[src/rtl/sad_pkg.sv]
package sad_pkg;

  localparam int ID_W       = 8;
  localparam int VAL_W      = 8;
  localparam int RAW_W      = 48;
  localparam int PRETTY_W   = 64;
  localparam int UNIT_W     = 3;
  localparam int QUIRK_W    = 22;
  localparam int MAXSEC_W   = 48;
  localparam int CFG_IDX_W  = 8;
  localparam int CFG_DATA_W = 48;

  // register indexes on the configuration port
  localparam logic [CFG_IDX_W-1:0] REG_QUIRK_FLAGS = 8'd0;
  localparam logic [CFG_IDX_W-1:0] REG_MAX_SECTORS = 8'd1;

  // quirk bit positions
  localparam int QB_9MIN     = 0;
  localparam int QB_9SEC     = 1;
  localparam int QB_9HALF    = 2;
  localparam int QB_192      = 3;
  localparam int QB_194X10   = 5;
  localparam int QB_194UNK   = 6;
  localparam int QB_200      = 7;
  localparam int QB_201      = 8;
  localparam int QB_5UNK     = 9;
  localparam int QB_9UNK     = 10;
  localparam int QB_197UNK   = 11;
  localparam int QB_198UNK   = 12;
  localparam int QB_190UNK   = 13;
  localparam int QB_232      = 14;
  localparam int QB_233      = 15;
  localparam int QB_225      = 16;
  localparam int QB_4UNUSED  = 17;
  localparam int QB_226      = 18;
  localparam int QB_227      = 19;
  localparam int QB_228      = 20;
  localparam int QB_3UNUSED  = 21;

  // normalized value limits
  localparam logic [VAL_W-1:0] VAL_MAX     = 8'hFD;
  localparam logic [VAL_W-1:0] THR_INVALID = 8'hFE;

  // scaling constants
  localparam logic [21:0] HOURS_MS  = 22'd3600000;
  localparam logic [9:0]  MK_SCALE  = 10'd1000;
  localparam logic [18:0] MK_OFFSET = 19'd273150;
  localparam logic [15:0] MIN_MS    = 16'd60000;

  // megabyte path: (raw * 2^25 mod 2^64) / 10^6 == floor(r * 2^19 / 15625), r = raw[38:0]
  localparam int          MB_R_W         = 39;
  localparam int          MB_SPLIT       = 20;
  localparam logic [13:0] MB_DIV         = 14'd15625;
  localparam int          MB_REM_W       = 14;
  localparam int          MB_FRAC_W      = 19;
  localparam int          Q_W            = 26;
  localparam logic [40:0] RECIP_Q        = 41'd1152921504607;  // ceil(2^54 / 15625)
  localparam int          RECIP_Q_SHIFT  = 54;
  localparam logic [33:0] RECIP_F        = 34'd9007199255;     // ceil(2^47 / 15625)
  localparam int          RECIP_F_SHIFT  = 28;

  // plausibility limits
  localparam logic [PRETTY_W-1:0] MS_SHORT_MAX = 64'd3600000;
  localparam logic [PRETTY_W-1:0] MS_LONG_MAX  = 64'd946080000000;
  localparam logic [PRETTY_W-1:0] MK_MIN       = 64'd258150;
  localparam logic [PRETTY_W-1:0] MK_MAX       = 64'd373150;
  localparam logic [PRETTY_W-1:0] SECT_ALL32   = 64'h0000_0000_FFFF_FFFF;
  localparam logic [PRETTY_W-1:0] SECT_ALL48   = 64'h0000_FFFF_FFFF_FFFF;

  typedef enum logic [UNIT_W-1:0] {
    UNIT_UNKNOWN = 3'd0,
    UNIT_NONE    = 3'd1,
    UNIT_MS      = 3'd2,
    UNIT_SECTORS = 3'd3,
    UNIT_MK      = 3'd4,
    UNIT_SPCT    = 3'd5,
    UNIT_PCT     = 3'd6,
    UNIT_MB      = 3'd7
  } unit_t;

  typedef enum logic [2:0] {
    SC_RAW,
    SC_RAW16,
    SC_RAW32,
    SC_HOURS,
    SC_CUR,
    SC_MK,
    SC_MIN,
    SC_MB
  } scale_t;

  typedef enum logic [2:0] {
    CHK_NONE,
    CHK_MS_SHORT,
    CHK_SECT,
    CHK_SECT_WARN,
    CHK_MS_LONG,
    CHK_MK
  } chk_t;

  typedef struct packed {
    logic current_ok;
    logic worst_ok;
    logic threshold_ok;
    logic good_now;
    logic good_now_known;
    logic good_past;
    logic good_past_known;
    logic warn;
  } flags_t;

  typedef struct packed {
    unit_t  unit;
    scale_t sel;
    chk_t   chk;
    flags_t flags;
  } ctx_t;

  function automatic unit_t unit_table(input logic [ID_W-1:0] id);
    unit_t u;
    u = UNIT_UNKNOWN;
    case (id) inside
      8'd1, 8'd4, 8'd7, [8'd10:8'd13], 8'd171, 8'd172, [8'd175:8'd184],
      8'd188, 8'd189, 8'd191, 8'd192, 8'd193, 8'd195, 8'd196, [8'd199:8'd202],
      8'd204, 8'd205, 8'd221, 8'd223, 8'd225, 8'd227, 8'd228, 8'd250: u = UNIT_NONE;
      8'd3, 8'd9, 8'd222, 8'd226, 8'd240:                          u = UNIT_MS;
      8'd5, 8'd187, 8'd197, 8'd198, 8'd234:                        u = UNIT_SECTORS;
      8'd190, 8'd194, 8'd231:                                      u = UNIT_MK;
      8'd170, 8'd232:                                              u = UNIT_PCT;
      8'd241, 8'd242:                                              u = UNIT_MB;
      default:                                                     u = UNIT_UNKNOWN;
    endcase
    return u;
  endfunction

  function automatic unit_t pick_unit(input logic [ID_W-1:0] id,
                                      input logic [QUIRK_W-1:0] q);
    unit_t u;
    u = unit_table(id);
    case (id)
      8'd3:   if (q[QB_3UNUSED]) u = UNIT_UNKNOWN;
      8'd4:   if (q[QB_4UNUSED]) u = UNIT_UNKNOWN;
      8'd5:   if (q[QB_5UNK]) u = UNIT_UNKNOWN;
      8'd9: begin
        if (q[QB_9MIN] || q[QB_9SEC] || q[QB_9HALF]) u = UNIT_MS;
        else if (q[QB_9UNK]) u = UNIT_UNKNOWN;
      end
      8'd190: if (q[QB_190UNK]) u = UNIT_UNKNOWN;
      8'd192: if (q[QB_192]) u = UNIT_NONE;
      8'd194: begin
        if (q[QB_194X10]) u = UNIT_MK;
        else if (q[QB_194UNK]) u = UNIT_UNKNOWN;
      end
      8'd197: if (q[QB_197UNK]) u = UNIT_UNKNOWN;
      8'd198: if (q[QB_198UNK]) u = UNIT_UNKNOWN;
      8'd200: if (q[QB_200]) u = UNIT_NONE;
      8'd201: if (q[QB_201]) u = UNIT_NONE;
      8'd225: if (q[QB_225]) u = UNIT_MB;
      8'd226: if (q[QB_226]) u = UNIT_SPCT;
      8'd227: if (q[QB_227]) u = UNIT_SPCT;
      8'd228: if (q[QB_228]) u = UNIT_MS;
      8'd232: if (q[QB_232]) u = UNIT_PCT;
      8'd233: if (q[QB_233]) u = UNIT_PCT;
      default: ;
    endcase
    return u;
  endfunction

  function automatic scale_t scale_sel(input logic [ID_W-1:0] id);
    scale_t s;
    case (id) inside
      8'd3:                    s = SC_RAW16;
      8'd5, 8'd197:            s = SC_RAW32;
      8'd9, 8'd222, 8'd240:    s = SC_HOURS;
      8'd170, 8'd232:          s = SC_CUR;
      8'd190, 8'd194, 8'd231:  s = SC_MK;
      8'd228:                  s = SC_MIN;
      8'd241, 8'd242:          s = SC_MB;
      default:                 s = SC_RAW;
    endcase
    return s;
  endfunction

  function automatic chk_t chk_sel(input logic [ID_W-1:0] id);
    chk_t c;
    case (id) inside
      8'd3, 8'd226:            c = CHK_MS_SHORT;
      8'd5, 8'd197:            c = CHK_SECT_WARN;
      8'd187, 8'd198:          c = CHK_SECT;
      8'd9, 8'd222, 8'd240:    c = CHK_MS_LONG;
      8'd190, 8'd194, 8'd231:  c = CHK_MK;
      default:                 c = CHK_NONE;
    endcase
    return c;
  endfunction

endpackage

[src/rtl/sad_in_if.sv]
interface sad_in_if;
  logic                          valid;
  logic                          ready;
  logic [sad_pkg::ID_W-1:0]      attr_id;
  logic [sad_pkg::VAL_W-1:0]     current_value;
  logic [sad_pkg::VAL_W-1:0]     worst_value;
  logic [sad_pkg::VAL_W-1:0]     threshold;
  logic [sad_pkg::RAW_W-1:0]     raw_value;

  modport source (
    output valid, attr_id, current_value, worst_value, threshold, raw_value,
    input  ready
  );
  modport sink (
    input  valid, attr_id, current_value, worst_value, threshold, raw_value,
    output ready
  );
endinterface

[src/rtl/sad_out_if.sv]
interface sad_out_if;
  logic                          valid;
  logic                          ready;
  logic [sad_pkg::PRETTY_W-1:0]  pretty_value;
  logic [sad_pkg::UNIT_W-1:0]    unit_code;
  logic                          current_ok;
  logic                          worst_ok;
  logic                          threshold_ok;
  logic                          good_now;
  logic                          good_now_known;
  logic                          good_past;
  logic                          good_past_known;
  logic                          warn;

  modport source (
    output valid, pretty_value, unit_code, current_ok, worst_ok, threshold_ok,
           good_now, good_now_known, good_past, good_past_known, warn,
    input  ready
  );
  modport sink (
    input  valid, pretty_value, unit_code, current_ok, worst_ok, threshold_ok,
           good_now, good_now_known, good_past, good_past_known, warn,
    output ready
  );
endinterface

[src/rtl/sad_cfg_if.sv]
interface sad_cfg_if;
  logic                            valid;
  logic                            ready;
  logic [sad_pkg::CFG_IDX_W-1:0]   index;
  logic [sad_pkg::CFG_DATA_W-1:0]  data;

  modport source (output valid, index, data, input ready);
  modport sink (input valid, index, data, output ready);
endinterface

[src/rtl/sad_front.sv]
module sad_front (
  input  logic [sad_pkg::ID_W-1:0]    attr_id,
  input  logic [sad_pkg::VAL_W-1:0]   current_value,
  input  logic [sad_pkg::VAL_W-1:0]   worst_value,
  input  logic [sad_pkg::VAL_W-1:0]   threshold,
  input  logic [sad_pkg::QUIRK_W-1:0] quirk_flags,
  output sad_pkg::ctx_t               ctx
);

  logic thr_judged;

  always_comb begin
    ctx.unit = sad_pkg::pick_unit(attr_id, quirk_flags);
    ctx.sel  = sad_pkg::scale_sel(attr_id);
    ctx.chk  = sad_pkg::chk_sel(attr_id);

    ctx.flags.current_ok   = (current_value != '0) && (current_value <= sad_pkg::VAL_MAX);
    ctx.flags.worst_ok     = (worst_value != '0) && (worst_value <= sad_pkg::VAL_MAX);
    ctx.flags.threshold_ok = (threshold != sad_pkg::THR_INVALID);

    thr_judged = (threshold != '0) && (threshold <= sad_pkg::VAL_MAX);

    ctx.flags.good_now_known  = thr_judged && ctx.flags.current_ok;
    ctx.flags.good_now        = ctx.flags.good_now_known ? (current_value > threshold) : 1'b1;
    ctx.flags.good_past_known = thr_judged && ctx.flags.worst_ok;
    ctx.flags.good_past       = ctx.flags.good_past_known ? (worst_value > threshold) : 1'b1;

    // sector warn gets added later, once the pretty value is checked
    ctx.flags.warn = (ctx.flags.good_now_known && !ctx.flags.good_now) ||
                     (ctx.flags.good_past_known && !ctx.flags.good_past);
  end

endmodule

[src/rtl/smart_attribute_decoder.sv]
// SMART attribute decoder.
//
// Channels: in_ch takes one attribute (id, current, worst, threshold, raw);
// out_ch returns one decoded result per attribute in the same order;
// cfg_ch writes the quirk flags (index 0) and the sector limit (index 1).
// All three use valid/ready; a request moves when both are high.
// cfg_ch is always ready. Write configuration only while the block is idle.
//
// Six register stages: front decode, constant multiplies, product sum and
// value select, range checks with remainder, fraction multiply, output.
// A result is valid once its request has passed every stage in order; one
// attribute can be accepted every clock while out_ch does not stall.
//
// Reset clears every stage valid bit and both configuration registers.
// When out_ch stalls, the output register holds its result and the stages
// behind it keep filling empty slots; in_ch.ready drops once all six stages
// hold an item.
module smart_attribute_decoder (
  input  logic       clk,
  input  logic       rst_n,
  sad_in_if.sink     in_ch,
  sad_out_if.source  out_ch,
  sad_cfg_if.sink    cfg_ch
);

  // configuration
  logic [sad_pkg::QUIRK_W-1:0]  quirk_flags_r;
  logic [sad_pkg::MAXSEC_W-1:0] max_sectors_r;

  assign cfg_ch.ready = 1'b1;

  always_ff @(posedge clk) begin
    if (!rst_n) begin
      quirk_flags_r <= '0;
      max_sectors_r <= '0;
    end else if (cfg_ch.valid) begin
      if (cfg_ch.index == sad_pkg::REG_QUIRK_FLAGS) begin
        quirk_flags_r <= cfg_ch.data[sad_pkg::QUIRK_W-1:0];
      end else if (cfg_ch.index == sad_pkg::REG_MAX_SECTORS) begin
        max_sectors_r <= cfg_ch.data[sad_pkg::MAXSEC_W-1:0];
      end
    end
  end

  // stage enables: a stage loads when it is empty or its content moves on
  logic en1, en2, en3, en4, en5, en6;
  logic v1_r, v2_r, v3_r, v4_r, v5_r, v6_r;

  assign en6 = !v6_r || out_ch.ready;
  assign en5 = !v5_r || en6;
  assign en4 = !v4_r || en5;
  assign en3 = !v3_r || en4;
  assign en2 = !v2_r || en3;
  assign en1 = !v1_r || en2;
  assign in_ch.ready = en1;

  always_ff @(posedge clk) begin
    if (!rst_n) begin
      v1_r <= 1'b0;
      v2_r <= 1'b0;
      v3_r <= 1'b0;
      v4_r <= 1'b0;
      v5_r <= 1'b0;
      v6_r <= 1'b0;
    end else begin
      if (en1) v1_r <= in_ch.valid;
      if (en2) v2_r <= v1_r;
      if (en3) v3_r <= v2_r;
      if (en4) v4_r <= v3_r;
      if (en5) v5_r <= v4_r;
      if (en6) v6_r <= v5_r;
    end
  end

  // stage 1: unit, scale and check selection, validity flags
  sad_pkg::ctx_t               ctx1_nxt, ctx1_r;
  logic [sad_pkg::VAL_W-1:0]   cur1_r;
  logic [sad_pkg::RAW_W-1:0]   raw1_r;

  sad_front u_front (
    .attr_id       (in_ch.attr_id),
    .current_value (in_ch.current_value),
    .worst_value   (in_ch.worst_value),
    .threshold     (in_ch.threshold),
    .quirk_flags   (quirk_flags_r),
    .ctx           (ctx1_nxt)
  );

  always_ff @(posedge clk) begin
    if (en1) begin
      ctx1_r <= ctx1_nxt;
      cur1_r <= in_ch.current_value;
      raw1_r <= in_ch.raw_value;
    end
  end

  // stage 2: constant multiplies
  sad_pkg::ctx_t               ctx2_r;
  logic [sad_pkg::VAL_W-1:0]   cur2_r;
  logic [sad_pkg::RAW_W-1:0]   raw2_r;
  logic [53:0]                 ms2_nxt, ms2_r;
  logic [25:0]                 mk2_nxt, mk2_r;
  logic [63:0]                 min2_nxt, min2_r;
  logic [60:0]                 pp0_nxt, pp0_r;
  logic [59:0]                 pp1_nxt, pp1_r;

  always_comb begin
    ms2_nxt  = 54'(raw1_r[31:0]) * 54'(sad_pkg::HOURS_MS);
    mk2_nxt  = 26'(raw1_r[15:0]) * 26'(sad_pkg::MK_SCALE) + 26'(sad_pkg::MK_OFFSET);
    min2_nxt = 64'(raw1_r) * 64'(sad_pkg::MIN_MS);
    // reciprocal of 15625, split over the low and high parts of r
    pp0_nxt  = 61'(raw1_r[sad_pkg::MB_SPLIT-1:0]) * 61'(sad_pkg::RECIP_Q);
    pp1_nxt  = 60'(raw1_r[sad_pkg::MB_R_W-1:sad_pkg::MB_SPLIT]) * 60'(sad_pkg::RECIP_Q);
  end

  always_ff @(posedge clk) begin
    if (en2) begin
      ctx2_r <= ctx1_r;
      cur2_r <= cur1_r;
      raw2_r <= raw1_r;
      ms2_r  <= ms2_nxt;
      mk2_r  <= mk2_nxt;
      min2_r <= min2_nxt;
      pp0_r  <= pp0_nxt;
      pp1_r  <= pp1_nxt;
    end
  end

  // stage 3: pick the scaled value, finish the quotient r / 15625
  sad_pkg::ctx_t                  ctx3_r;
  logic [sad_pkg::PRETTY_W-1:0]   p3_nxt, p3_r;
  logic [79:0]                    qsum;
  logic [sad_pkg::Q_W-1:0]        q3_nxt, q3_r;
  logic [sad_pkg::MB_R_W-1:0]     r3_r;

  always_comb begin
    case (ctx2_r.sel)
      sad_pkg::SC_RAW16: p3_nxt = 64'(raw2_r[15:0]);
      sad_pkg::SC_RAW32: p3_nxt = 64'(raw2_r[31:0]);
      sad_pkg::SC_HOURS: p3_nxt = 64'(ms2_r);
      sad_pkg::SC_CUR:   p3_nxt = 64'(cur2_r);
      sad_pkg::SC_MK:    p3_nxt = 64'(mk2_r);
      sad_pkg::SC_MIN:   p3_nxt = min2_r;
      sad_pkg::SC_MB:    p3_nxt = '0;
      default:           p3_nxt = 64'(raw2_r);
    endcase
    qsum   = 80'(pp0_r) + {pp1_r, 20'b0};
    q3_nxt = qsum[sad_pkg::RECIP_Q_SHIFT +: sad_pkg::Q_W];
  end

  always_ff @(posedge clk) begin
    if (en3) begin
      ctx3_r <= ctx2_r;
      p3_r   <= p3_nxt;
      q3_r   <= q3_nxt;
      r3_r   <= raw2_r[sad_pkg::MB_R_W-1:0];
    end
  end

  // stage 4: plausibility checks, remainder of r / 15625
  sad_pkg::ctx_t                  ctx4_nxt, ctx4_r;
  logic [sad_pkg::PRETTY_W-1:0]   p4_r;
  logic [sad_pkg::Q_W-1:0]        q4_r;
  logic [sad_pkg::MB_R_W-1:0]     rem_full;
  logic [sad_pkg::MB_REM_W-1:0]   m4_r;
  logic                           implausible;
  logic                           sect_warn;

  always_comb begin
    implausible = 1'b0;
    sect_warn   = 1'b0;
    case (ctx3_r.chk)
      sad_pkg::CHK_MS_SHORT: begin
        implausible = (ctx3_r.unit == sad_pkg::UNIT_MS) &&
                      ((p3_r == '0) || (p3_r > sad_pkg::MS_SHORT_MAX));
      end
      sad_pkg::CHK_MS_LONG: begin
        implausible = (ctx3_r.unit == sad_pkg::UNIT_MS) &&
                      ((p3_r == '0) || (p3_r > sad_pkg::MS_LONG_MAX));
      end
      sad_pkg::CHK_MK: begin
        implausible = (ctx3_r.unit == sad_pkg::UNIT_MK) &&
                      ((p3_r < sad_pkg::MK_MIN) || (p3_r > sad_pkg::MK_MAX));
      end
      sad_pkg::CHK_SECT, sad_pkg::CHK_SECT_WARN: begin
        if (ctx3_r.unit == sad_pkg::UNIT_SECTORS) begin
          implausible = (p3_r == sad_pkg::SECT_ALL32) || (p3_r == sad_pkg::SECT_ALL48) ||
                        ((max_sectors_r != '0) && (p3_r > 64'(max_sectors_r)));
          // reallocated and pending counts warn when nonzero
          sect_warn = !implausible && (ctx3_r.chk == sad_pkg::CHK_SECT_WARN) &&
                      (p3_r != '0);
        end
      end
      default: ;
    endcase

    ctx4_nxt = ctx3_r;
    if (implausible) ctx4_nxt.unit = sad_pkg::UNIT_UNKNOWN;
    ctx4_nxt.flags.warn = ctx3_r.flags.warn || sect_warn;

    rem_full = r3_r - 39'(40'(q3_r) * 40'(sad_pkg::MB_DIV));
  end

  always_ff @(posedge clk) begin
    if (en4) begin
      ctx4_r <= ctx4_nxt;
      p4_r   <= p3_r;
      q4_r   <= q3_r;
      m4_r   <= rem_full[sad_pkg::MB_REM_W-1:0];
    end
  end

  // stage 5: fraction floor(m * 2^19 / 15625)
  sad_pkg::ctx_t                  ctx5_r;
  logic [sad_pkg::PRETTY_W-1:0]   p5_r;
  logic [sad_pkg::Q_W-1:0]        q5_r;
  logic [47:0]                    fprod;
  logic [sad_pkg::MB_FRAC_W-1:0]  f5_nxt, f5_r;

  always_comb begin
    fprod  = 48'(m4_r) * 48'(sad_pkg::RECIP_F);
    f5_nxt = fprod[sad_pkg::RECIP_F_SHIFT +: sad_pkg::MB_FRAC_W];
  end

  always_ff @(posedge clk) begin
    if (en5) begin
      ctx5_r <= ctx4_r;
      p5_r   <= p4_r;
      q5_r   <= q4_r;
      f5_r   <= f5_nxt;
    end
  end

  // stage 6: output register
  logic [sad_pkg::PRETTY_W-1:0]   pretty6_nxt, pretty6_r;
  sad_pkg::unit_t                 unit6_r;
  sad_pkg::flags_t                flags6_r;

  always_comb begin
    if (ctx5_r.unit == sad_pkg::UNIT_UNKNOWN) begin
      pretty6_nxt = '0;
    end else if (ctx5_r.sel == sad_pkg::SC_MB) begin
      pretty6_nxt = 64'({q5_r, f5_r});
    end else begin
      pretty6_nxt = p5_r;
    end
  end

  always_ff @(posedge clk) begin
    if (en6) begin
      pretty6_r <= pretty6_nxt;
      unit6_r   <= ctx5_r.unit;
      flags6_r  <= ctx5_r.flags;
    end
  end

  assign out_ch.valid           = v6_r;
  assign out_ch.pretty_value    = pretty6_r;
  assign out_ch.unit_code       = unit6_r;
  assign out_ch.current_ok      = flags6_r.current_ok;
  assign out_ch.worst_ok        = flags6_r.worst_ok;
  assign out_ch.threshold_ok    = flags6_r.threshold_ok;
  assign out_ch.good_now        = flags6_r.good_now;
  assign out_ch.good_now_known  = flags6_r.good_now_known;
  assign out_ch.good_past       = flags6_r.good_past;
  assign out_ch.good_past_known = flags6_r.good_past_known;
  assign out_ch.warn            = flags6_r.warn;

  // an unknown unit never carries a value
  a_unknown_zero: assert property (@(posedge clk) disable iff (!rst_n)
    (out_ch.valid && (out_ch.unit_code == sad_pkg::UNIT_UNKNOWN)) |->
      (out_ch.pretty_value == '0))
    else $error("pretty value nonzero with unknown unit");

  // a judged state needs valid inputs on both sides
  a_judged_valid: assert property (@(posedge clk) disable iff (!rst_n)
    (out_ch.valid && out_ch.good_now_known) |->
      (out_ch.current_ok && out_ch.threshold_ok))
    else $error("good_now judged without valid current or threshold");

  // an empty output stage means nothing can block the input
  a_ready_when_drained: assert property (@(posedge clk) disable iff (!rst_n)
    !out_ch.valid |-> in_ch.ready)
    else $error("input stalled while output stage is empty");

  // a failed judgement always raises warn
  a_warn_on_fail: assert property (@(posedge clk) disable iff (!rst_n)
    (out_ch.valid && ((out_ch.good_now_known && !out_ch.good_now) ||
                      (out_ch.good_past_known && !out_ch.good_past))) |->
      out_ch.warn)
    else $error("threshold failure without warn");

endmodule
[src/flat_wrapper.sv]
// flat-port wrapper written by rule: the top's interface ports become plain ports
module smart_attribute_decoder_flat 
  (clk, rst_n, in_ch_valid, in_ch_attr_id, in_ch_current_value, in_ch_worst_value, in_ch_threshold, in_ch_raw_value, in_ch_ready, out_ch_valid, out_ch_pretty_value, out_ch_unit_code, out_ch_current_ok, out_ch_worst_ok, out_ch_threshold_ok, out_ch_good_now, out_ch_good_now_known, out_ch_good_past, out_ch_good_past_known, out_ch_warn, out_ch_ready, cfg_ch_valid, cfg_ch_index, cfg_ch_data, cfg_ch_ready);
  sad_in_if in_ch_i ();
  sad_out_if out_ch_i ();
  sad_cfg_if cfg_ch_i ();
  input  logic clk;
  input  logic rst_n;
  input wire logic [$bits(in_ch_i.valid)-1:0] in_ch_valid;
  input wire logic [$bits(in_ch_i.attr_id)-1:0] in_ch_attr_id;
  input wire logic [$bits(in_ch_i.current_value)-1:0] in_ch_current_value;
  input wire logic [$bits(in_ch_i.worst_value)-1:0] in_ch_worst_value;
  input wire logic [$bits(in_ch_i.threshold)-1:0] in_ch_threshold;
  input wire logic [$bits(in_ch_i.raw_value)-1:0] in_ch_raw_value;
  output wire logic [$bits(in_ch_i.ready)-1:0] in_ch_ready;
  output wire logic [$bits(out_ch_i.valid)-1:0] out_ch_valid;
  output wire logic [$bits(out_ch_i.pretty_value)-1:0] out_ch_pretty_value;
  output wire logic [$bits(out_ch_i.unit_code)-1:0] out_ch_unit_code;
  output wire logic [$bits(out_ch_i.current_ok)-1:0] out_ch_current_ok;
  output wire logic [$bits(out_ch_i.worst_ok)-1:0] out_ch_worst_ok;
  output wire logic [$bits(out_ch_i.threshold_ok)-1:0] out_ch_threshold_ok;
  output wire logic [$bits(out_ch_i.good_now)-1:0] out_ch_good_now;
  output wire logic [$bits(out_ch_i.good_now_known)-1:0] out_ch_good_now_known;
  output wire logic [$bits(out_ch_i.good_past)-1:0] out_ch_good_past;
  output wire logic [$bits(out_ch_i.good_past_known)-1:0] out_ch_good_past_known;
  output wire logic [$bits(out_ch_i.warn)-1:0] out_ch_warn;
  input wire logic [$bits(out_ch_i.ready)-1:0] out_ch_ready;
  input wire logic [$bits(cfg_ch_i.valid)-1:0] cfg_ch_valid;
  input wire logic [$bits(cfg_ch_i.index)-1:0] cfg_ch_index;
  input wire logic [$bits(cfg_ch_i.data)-1:0] cfg_ch_data;
  output wire logic [$bits(cfg_ch_i.ready)-1:0] cfg_ch_ready;
  assign in_ch_i.valid = in_ch_valid;
  assign in_ch_i.attr_id = in_ch_attr_id;
  assign in_ch_i.current_value = in_ch_current_value;
  assign in_ch_i.worst_value = in_ch_worst_value;
  assign in_ch_i.threshold = in_ch_threshold;
  assign in_ch_i.raw_value = in_ch_raw_value;
  assign in_ch_ready = in_ch_i.ready;
  assign out_ch_valid = out_ch_i.valid;
  assign out_ch_pretty_value = out_ch_i.pretty_value;
  assign out_ch_unit_code = out_ch_i.unit_code;
  assign out_ch_current_ok = out_ch_i.current_ok;
  assign out_ch_worst_ok = out_ch_i.worst_ok;
  assign out_ch_threshold_ok = out_ch_i.threshold_ok;
  assign out_ch_good_now = out_ch_i.good_now;
  assign out_ch_good_now_known = out_ch_i.good_now_known;
  assign out_ch_good_past = out_ch_i.good_past;
  assign out_ch_good_past_known = out_ch_i.good_past_known;
  assign out_ch_warn = out_ch_i.warn;
  assign out_ch_i.ready = out_ch_ready;
  assign cfg_ch_i.valid = cfg_ch_valid;
  assign cfg_ch_i.index = cfg_ch_index;
  assign cfg_ch_i.data = cfg_ch_data;
  assign cfg_ch_ready = cfg_ch_i.ready;
  smart_attribute_decoder u_core (.clk(clk), .rst_n(rst_n), .in_ch(in_ch_i), .out_ch(out_ch_i), .cfg_ch(cfg_ch_i));
endmodule
[config.mk]
export PLATFORM = sky130hd
export DESIGN_NAME = smart_attribute_decoder_flat
export DESIGN_NICKNAME = d
export VERILOG_FILES = /design/src/rtl/sad_pkg.sv /design/src/rtl/sad_in_if.sv /design/src/rtl/sad_out_if.sv /design/src/rtl/sad_cfg_if.sv /design/src/rtl/sad_front.sv /design/src/rtl/smart_attribute_decoder.sv /design/src/flat_wrapper.sv
export SDC_FILE = /design/constraint.sdc
export NUM_CORES = 2
export LEC_CHECK = 0
export BUFFER_PORTS_ARGS = -buffer_cell sky130_fd_sc_hd__buf_2
export CAP_MARGIN = 40
export CORE_MARGIN = 1.5
export CORE_UTILIZATION = 60
export DETAILED_ROUTE_END_ITERATION = 8
export GPL_ROUTABILITY_DRIVEN = 0
export HOLD_SLACK_MARGIN = 0.06
export PLACE_DENSITY = 0.77
export SLEW_MARGIN = 20
export SYNTH_ARGS = -nofsm -noshare
export SYNTH_HDL_FRONTEND = slang
export SYNTH_SLANG_ARGS = --single-unit
export TNS_END_PERCENT = 20
[constraint.sdc]
create_clock -name clk -period 24.5 [get_ports clk]
set_input_delay 1.225 -clock clk [delete_from_list [all_inputs] [get_ports clk]]
set_output_delay 1.225 -clock clk [all_outputs]
set_load 0.02 [all_outputs]
==> results.toml <==
[worst_setup_path]
arrival_ns = 9.38
critPathSlowestCell = "edfxtp_1"
rrSetupSlack_ns = 15.60
cp_slowest_stage_delay_ns = 0.90
crit_type = "flop to flop"
endpoint_kind = "flop"
worstSetupStartpointType = "flop"
cp.required_ns = 24.98
path_max_fanout = 15

[synth]
ys_seq_elements = 884
synthArstFlopShare_pct = 0
syn_inst = 7369
syn-num-nets = 9815
syn_area_per_cell_um2 = 11.59
yosysSeqAreaShare_pct = 30.21
yosysUniqueCellTypes = 95
synth-main-ff-cell = "edfxtp_1"
yosys_warnings = 0
synth-edff-count = 809
synth.cell_area_um2 = 85390

[global_route]
grt_pass1_vias = 60520
grt_use_total_pct = 32.77
grt_pass1_wl_um = 357100
antenna_found_initial = 9
globalRouteOverflowTotal = 0
grt_max_degree = 66

[timing]
fmax_mhz = 112.4
rsz0062_at_grt = "no"
finalSetupViolCount = 0
fin_skew_ns = 0.07266
period_needed_ns = 8.897
slew_headroom_pct = 35.60
tns_ns = 0
finalMaxSlewViolations = 0
final_hold_viol_count = 0
tightestPinTransition_ns = 0.9586
post-route-period-util_pct = 36.32

[floorplanning]
rows = 138
die-area_um2 = 144600
core_um2 = 141400
start_util_pct = 60.38
die_y_um = 380.2
io_pins = 219
die_x_um = 380.2

[hold_path]
hold_path_class = "flop to flop"

[clock_tree]
post_cts_buffers = 0
hold_buffers = 0
cts_resized = 0
insertion_delay_ns = 0.74
cts_buffer_depth = 3
clock_sinks = 884
cts_buffers = 93
clk_pin_slew_ns = 0.06
cts_tree = "yes"
htree_levels = 3
root_buffer = "clkbuf_16"

[finish]
drive_above_1_share_pct = 6.427
regArea_um2 = 25790
final_nets = 10100
areaGrowthSynthToFinish_pct = 8.265
fillers = 10190
multiInputGateArea_um2 = 53610
final_common_cell = "inv_1"
final_cell_mix = "inv_1 (1495), fa_1 (1189), ha_1 (1116), edfxtp_1 (809), nand2_1 (376)"

[detailed_routing]
vias = 58060
postRouteAntennaNets = 0
wirelength_um = 233600
drt_iter0_drc = 6092
drc_errors = 0
avgRoutedWirePerCell_um = 24.26
vias_per_cell = 6.029
drtPass1Iterations = 9

[run]
maxCapViolations = 0

[place]
post-dp-hpwl_um = 190200
portBuffers = 217

[status]
status = "completed"
## metal layers
| layer | track usage (%) | wire length [um] |
|---|---|---|
| met4 | 15.45 | 13410 |
| met1 | 42.81 | 89660 |
| met2 | 51.22 | 105700 |
| met5 | 0 | 60 |
| met3 | 8.686 | 24750 |
## through the flow
stage	worst slack, ns	utilization [%]	cell area, um2	hold slack (ns)	std cells
after floorplan	15.52	-	85390	0.4003	7369
after global placement	15.79	62.89	88930	0.4017	9431
after detailed placement	15.55	63.06	89180	0.4045	9440
after CTS	15.51	65.26	92290	0.3832	9614
after global routing	15.23	65.36	92430	0.3974	9623
final	15.60	65.37	92440	0.3932	9629
## worst paths after layout
kind,cells after the start,endpoint,from
worst max-delay path,25,u_core.pp0_r[60]$_DFFE_PP_,u_core.raw1_r[18]$_DFFE_PP_
worst min-delay path,0,u_core.ctx4_r[12]$_DFFE_PP_,u_core.ctx3_r[12]$_DFFE_PP_
worst max register to register,25,u_core.pp0_r[60]$_DFFE_PP_,u_core.raw1_r[18]$_DFFE_PP_
worst min register to register,0,u_core.ctx4_r[12]$_DFFE_PP_,u_core.ctx3_r[12]$_DFFE_PP_
## critical path, delay by kind of cell (launching register included)
family / cells / cell delay, ns
buf+inv: 6 / 0.65
compound gates: 5 / 1.60
xor+xnor: 1 / 0.11
simple gates: 5 / 1.23
flops: 1 / 0.90
fa+ha+maj: 8 / 4.14
## sequential cells by signal, indices dropped and copies added (netlist names), 19 cells and up
name	count
u_core.raw2_r	46
u_core.f5_r	19
u_core.p5_r	64
u_core.out_ch.pretty_value	64
u_core.q4_r	26
u_core.quirk_flags_r	21
u_core.p4_r	64
u_core.pp1_r	60
u_core.pp0_r	43
u_core.max_sectors_r	48
u_core.q5_r	26
u_core.q3_r	26
u_core.mk2_r	23
u_core.ms2_r	45
u_core.raw1_r	48
u_core.min2_r	57
u_core.p3_r	64
## cell type report
class	instances	area share (%)
Clock inverter	61	0.7647
Inverter	1498	6.088
Antenna cell	6	0.01624
Multi-Input combinational cell	4883	57.99
Clock buffer	113	2.599
Tap cell	1890	2.558
Timing Repair Buffer	294	2.076
Sequential cell	884	27.90
## synth_stat cells, types with 8 or more instances
library cell	count	share of area (%)
and2_1	39	0.29
and3_1	44	0.32
or4_1	8	0.070
fa_1	1189	28
ha_1	1116	16
a22oi_1	42	0.37
o31ai_1	14	0.12
a2111oi_0	9	0.092
inv_1	1498	6.6
o211ai_1	16	0.14
nand3_1	82	0.48
a21oi_1	329	1.9
dfxtp_1	75	1.8
xnor2_1	195	2.0
nor2b_1	82	0.60
or3_1	20	0.15
edfxtp_1	809	28
mux2i_1	27	0.32
a31o_2	9	0.092
a21o_1	170	1.5
nand2_1	378	1.7
o21ai_0	182	1.1
nand2b_1	44	0.32
nor2_1	203	0.89
o21ai_1	14	0.082
a31oi_1	29	0.21
o21a_1	55	0.48
nand4_1	71	0.52
buf_1	10	0.044
or2_2	18	0.13
o21bai_1	33	0.29
nor4_1	49	0.36
a22o_1	8	0.082
xor2_1	100	1.0
a211oi_1	31	0.27
clkbuf_1	93	0.41
a21boi_0	56	0.49
a211o_1	10	0.10
nor3_1	57	0.33
a221oi_1	17	0.17
## cell families after synthesis
family,synth area share (%)
adders and majority gates,44.23
muxes,0.3297
buffers and inverters,7.047
xor gates and xnor gates,3.026
and+or+nand+nor,6.478
AOI/OAI and AO/OA,8.676
DFF,30.21
other,0.004392
Power is not shown: default switching activity piles up to over one toggle a cycle in this logic, so the estimate is an artifact.
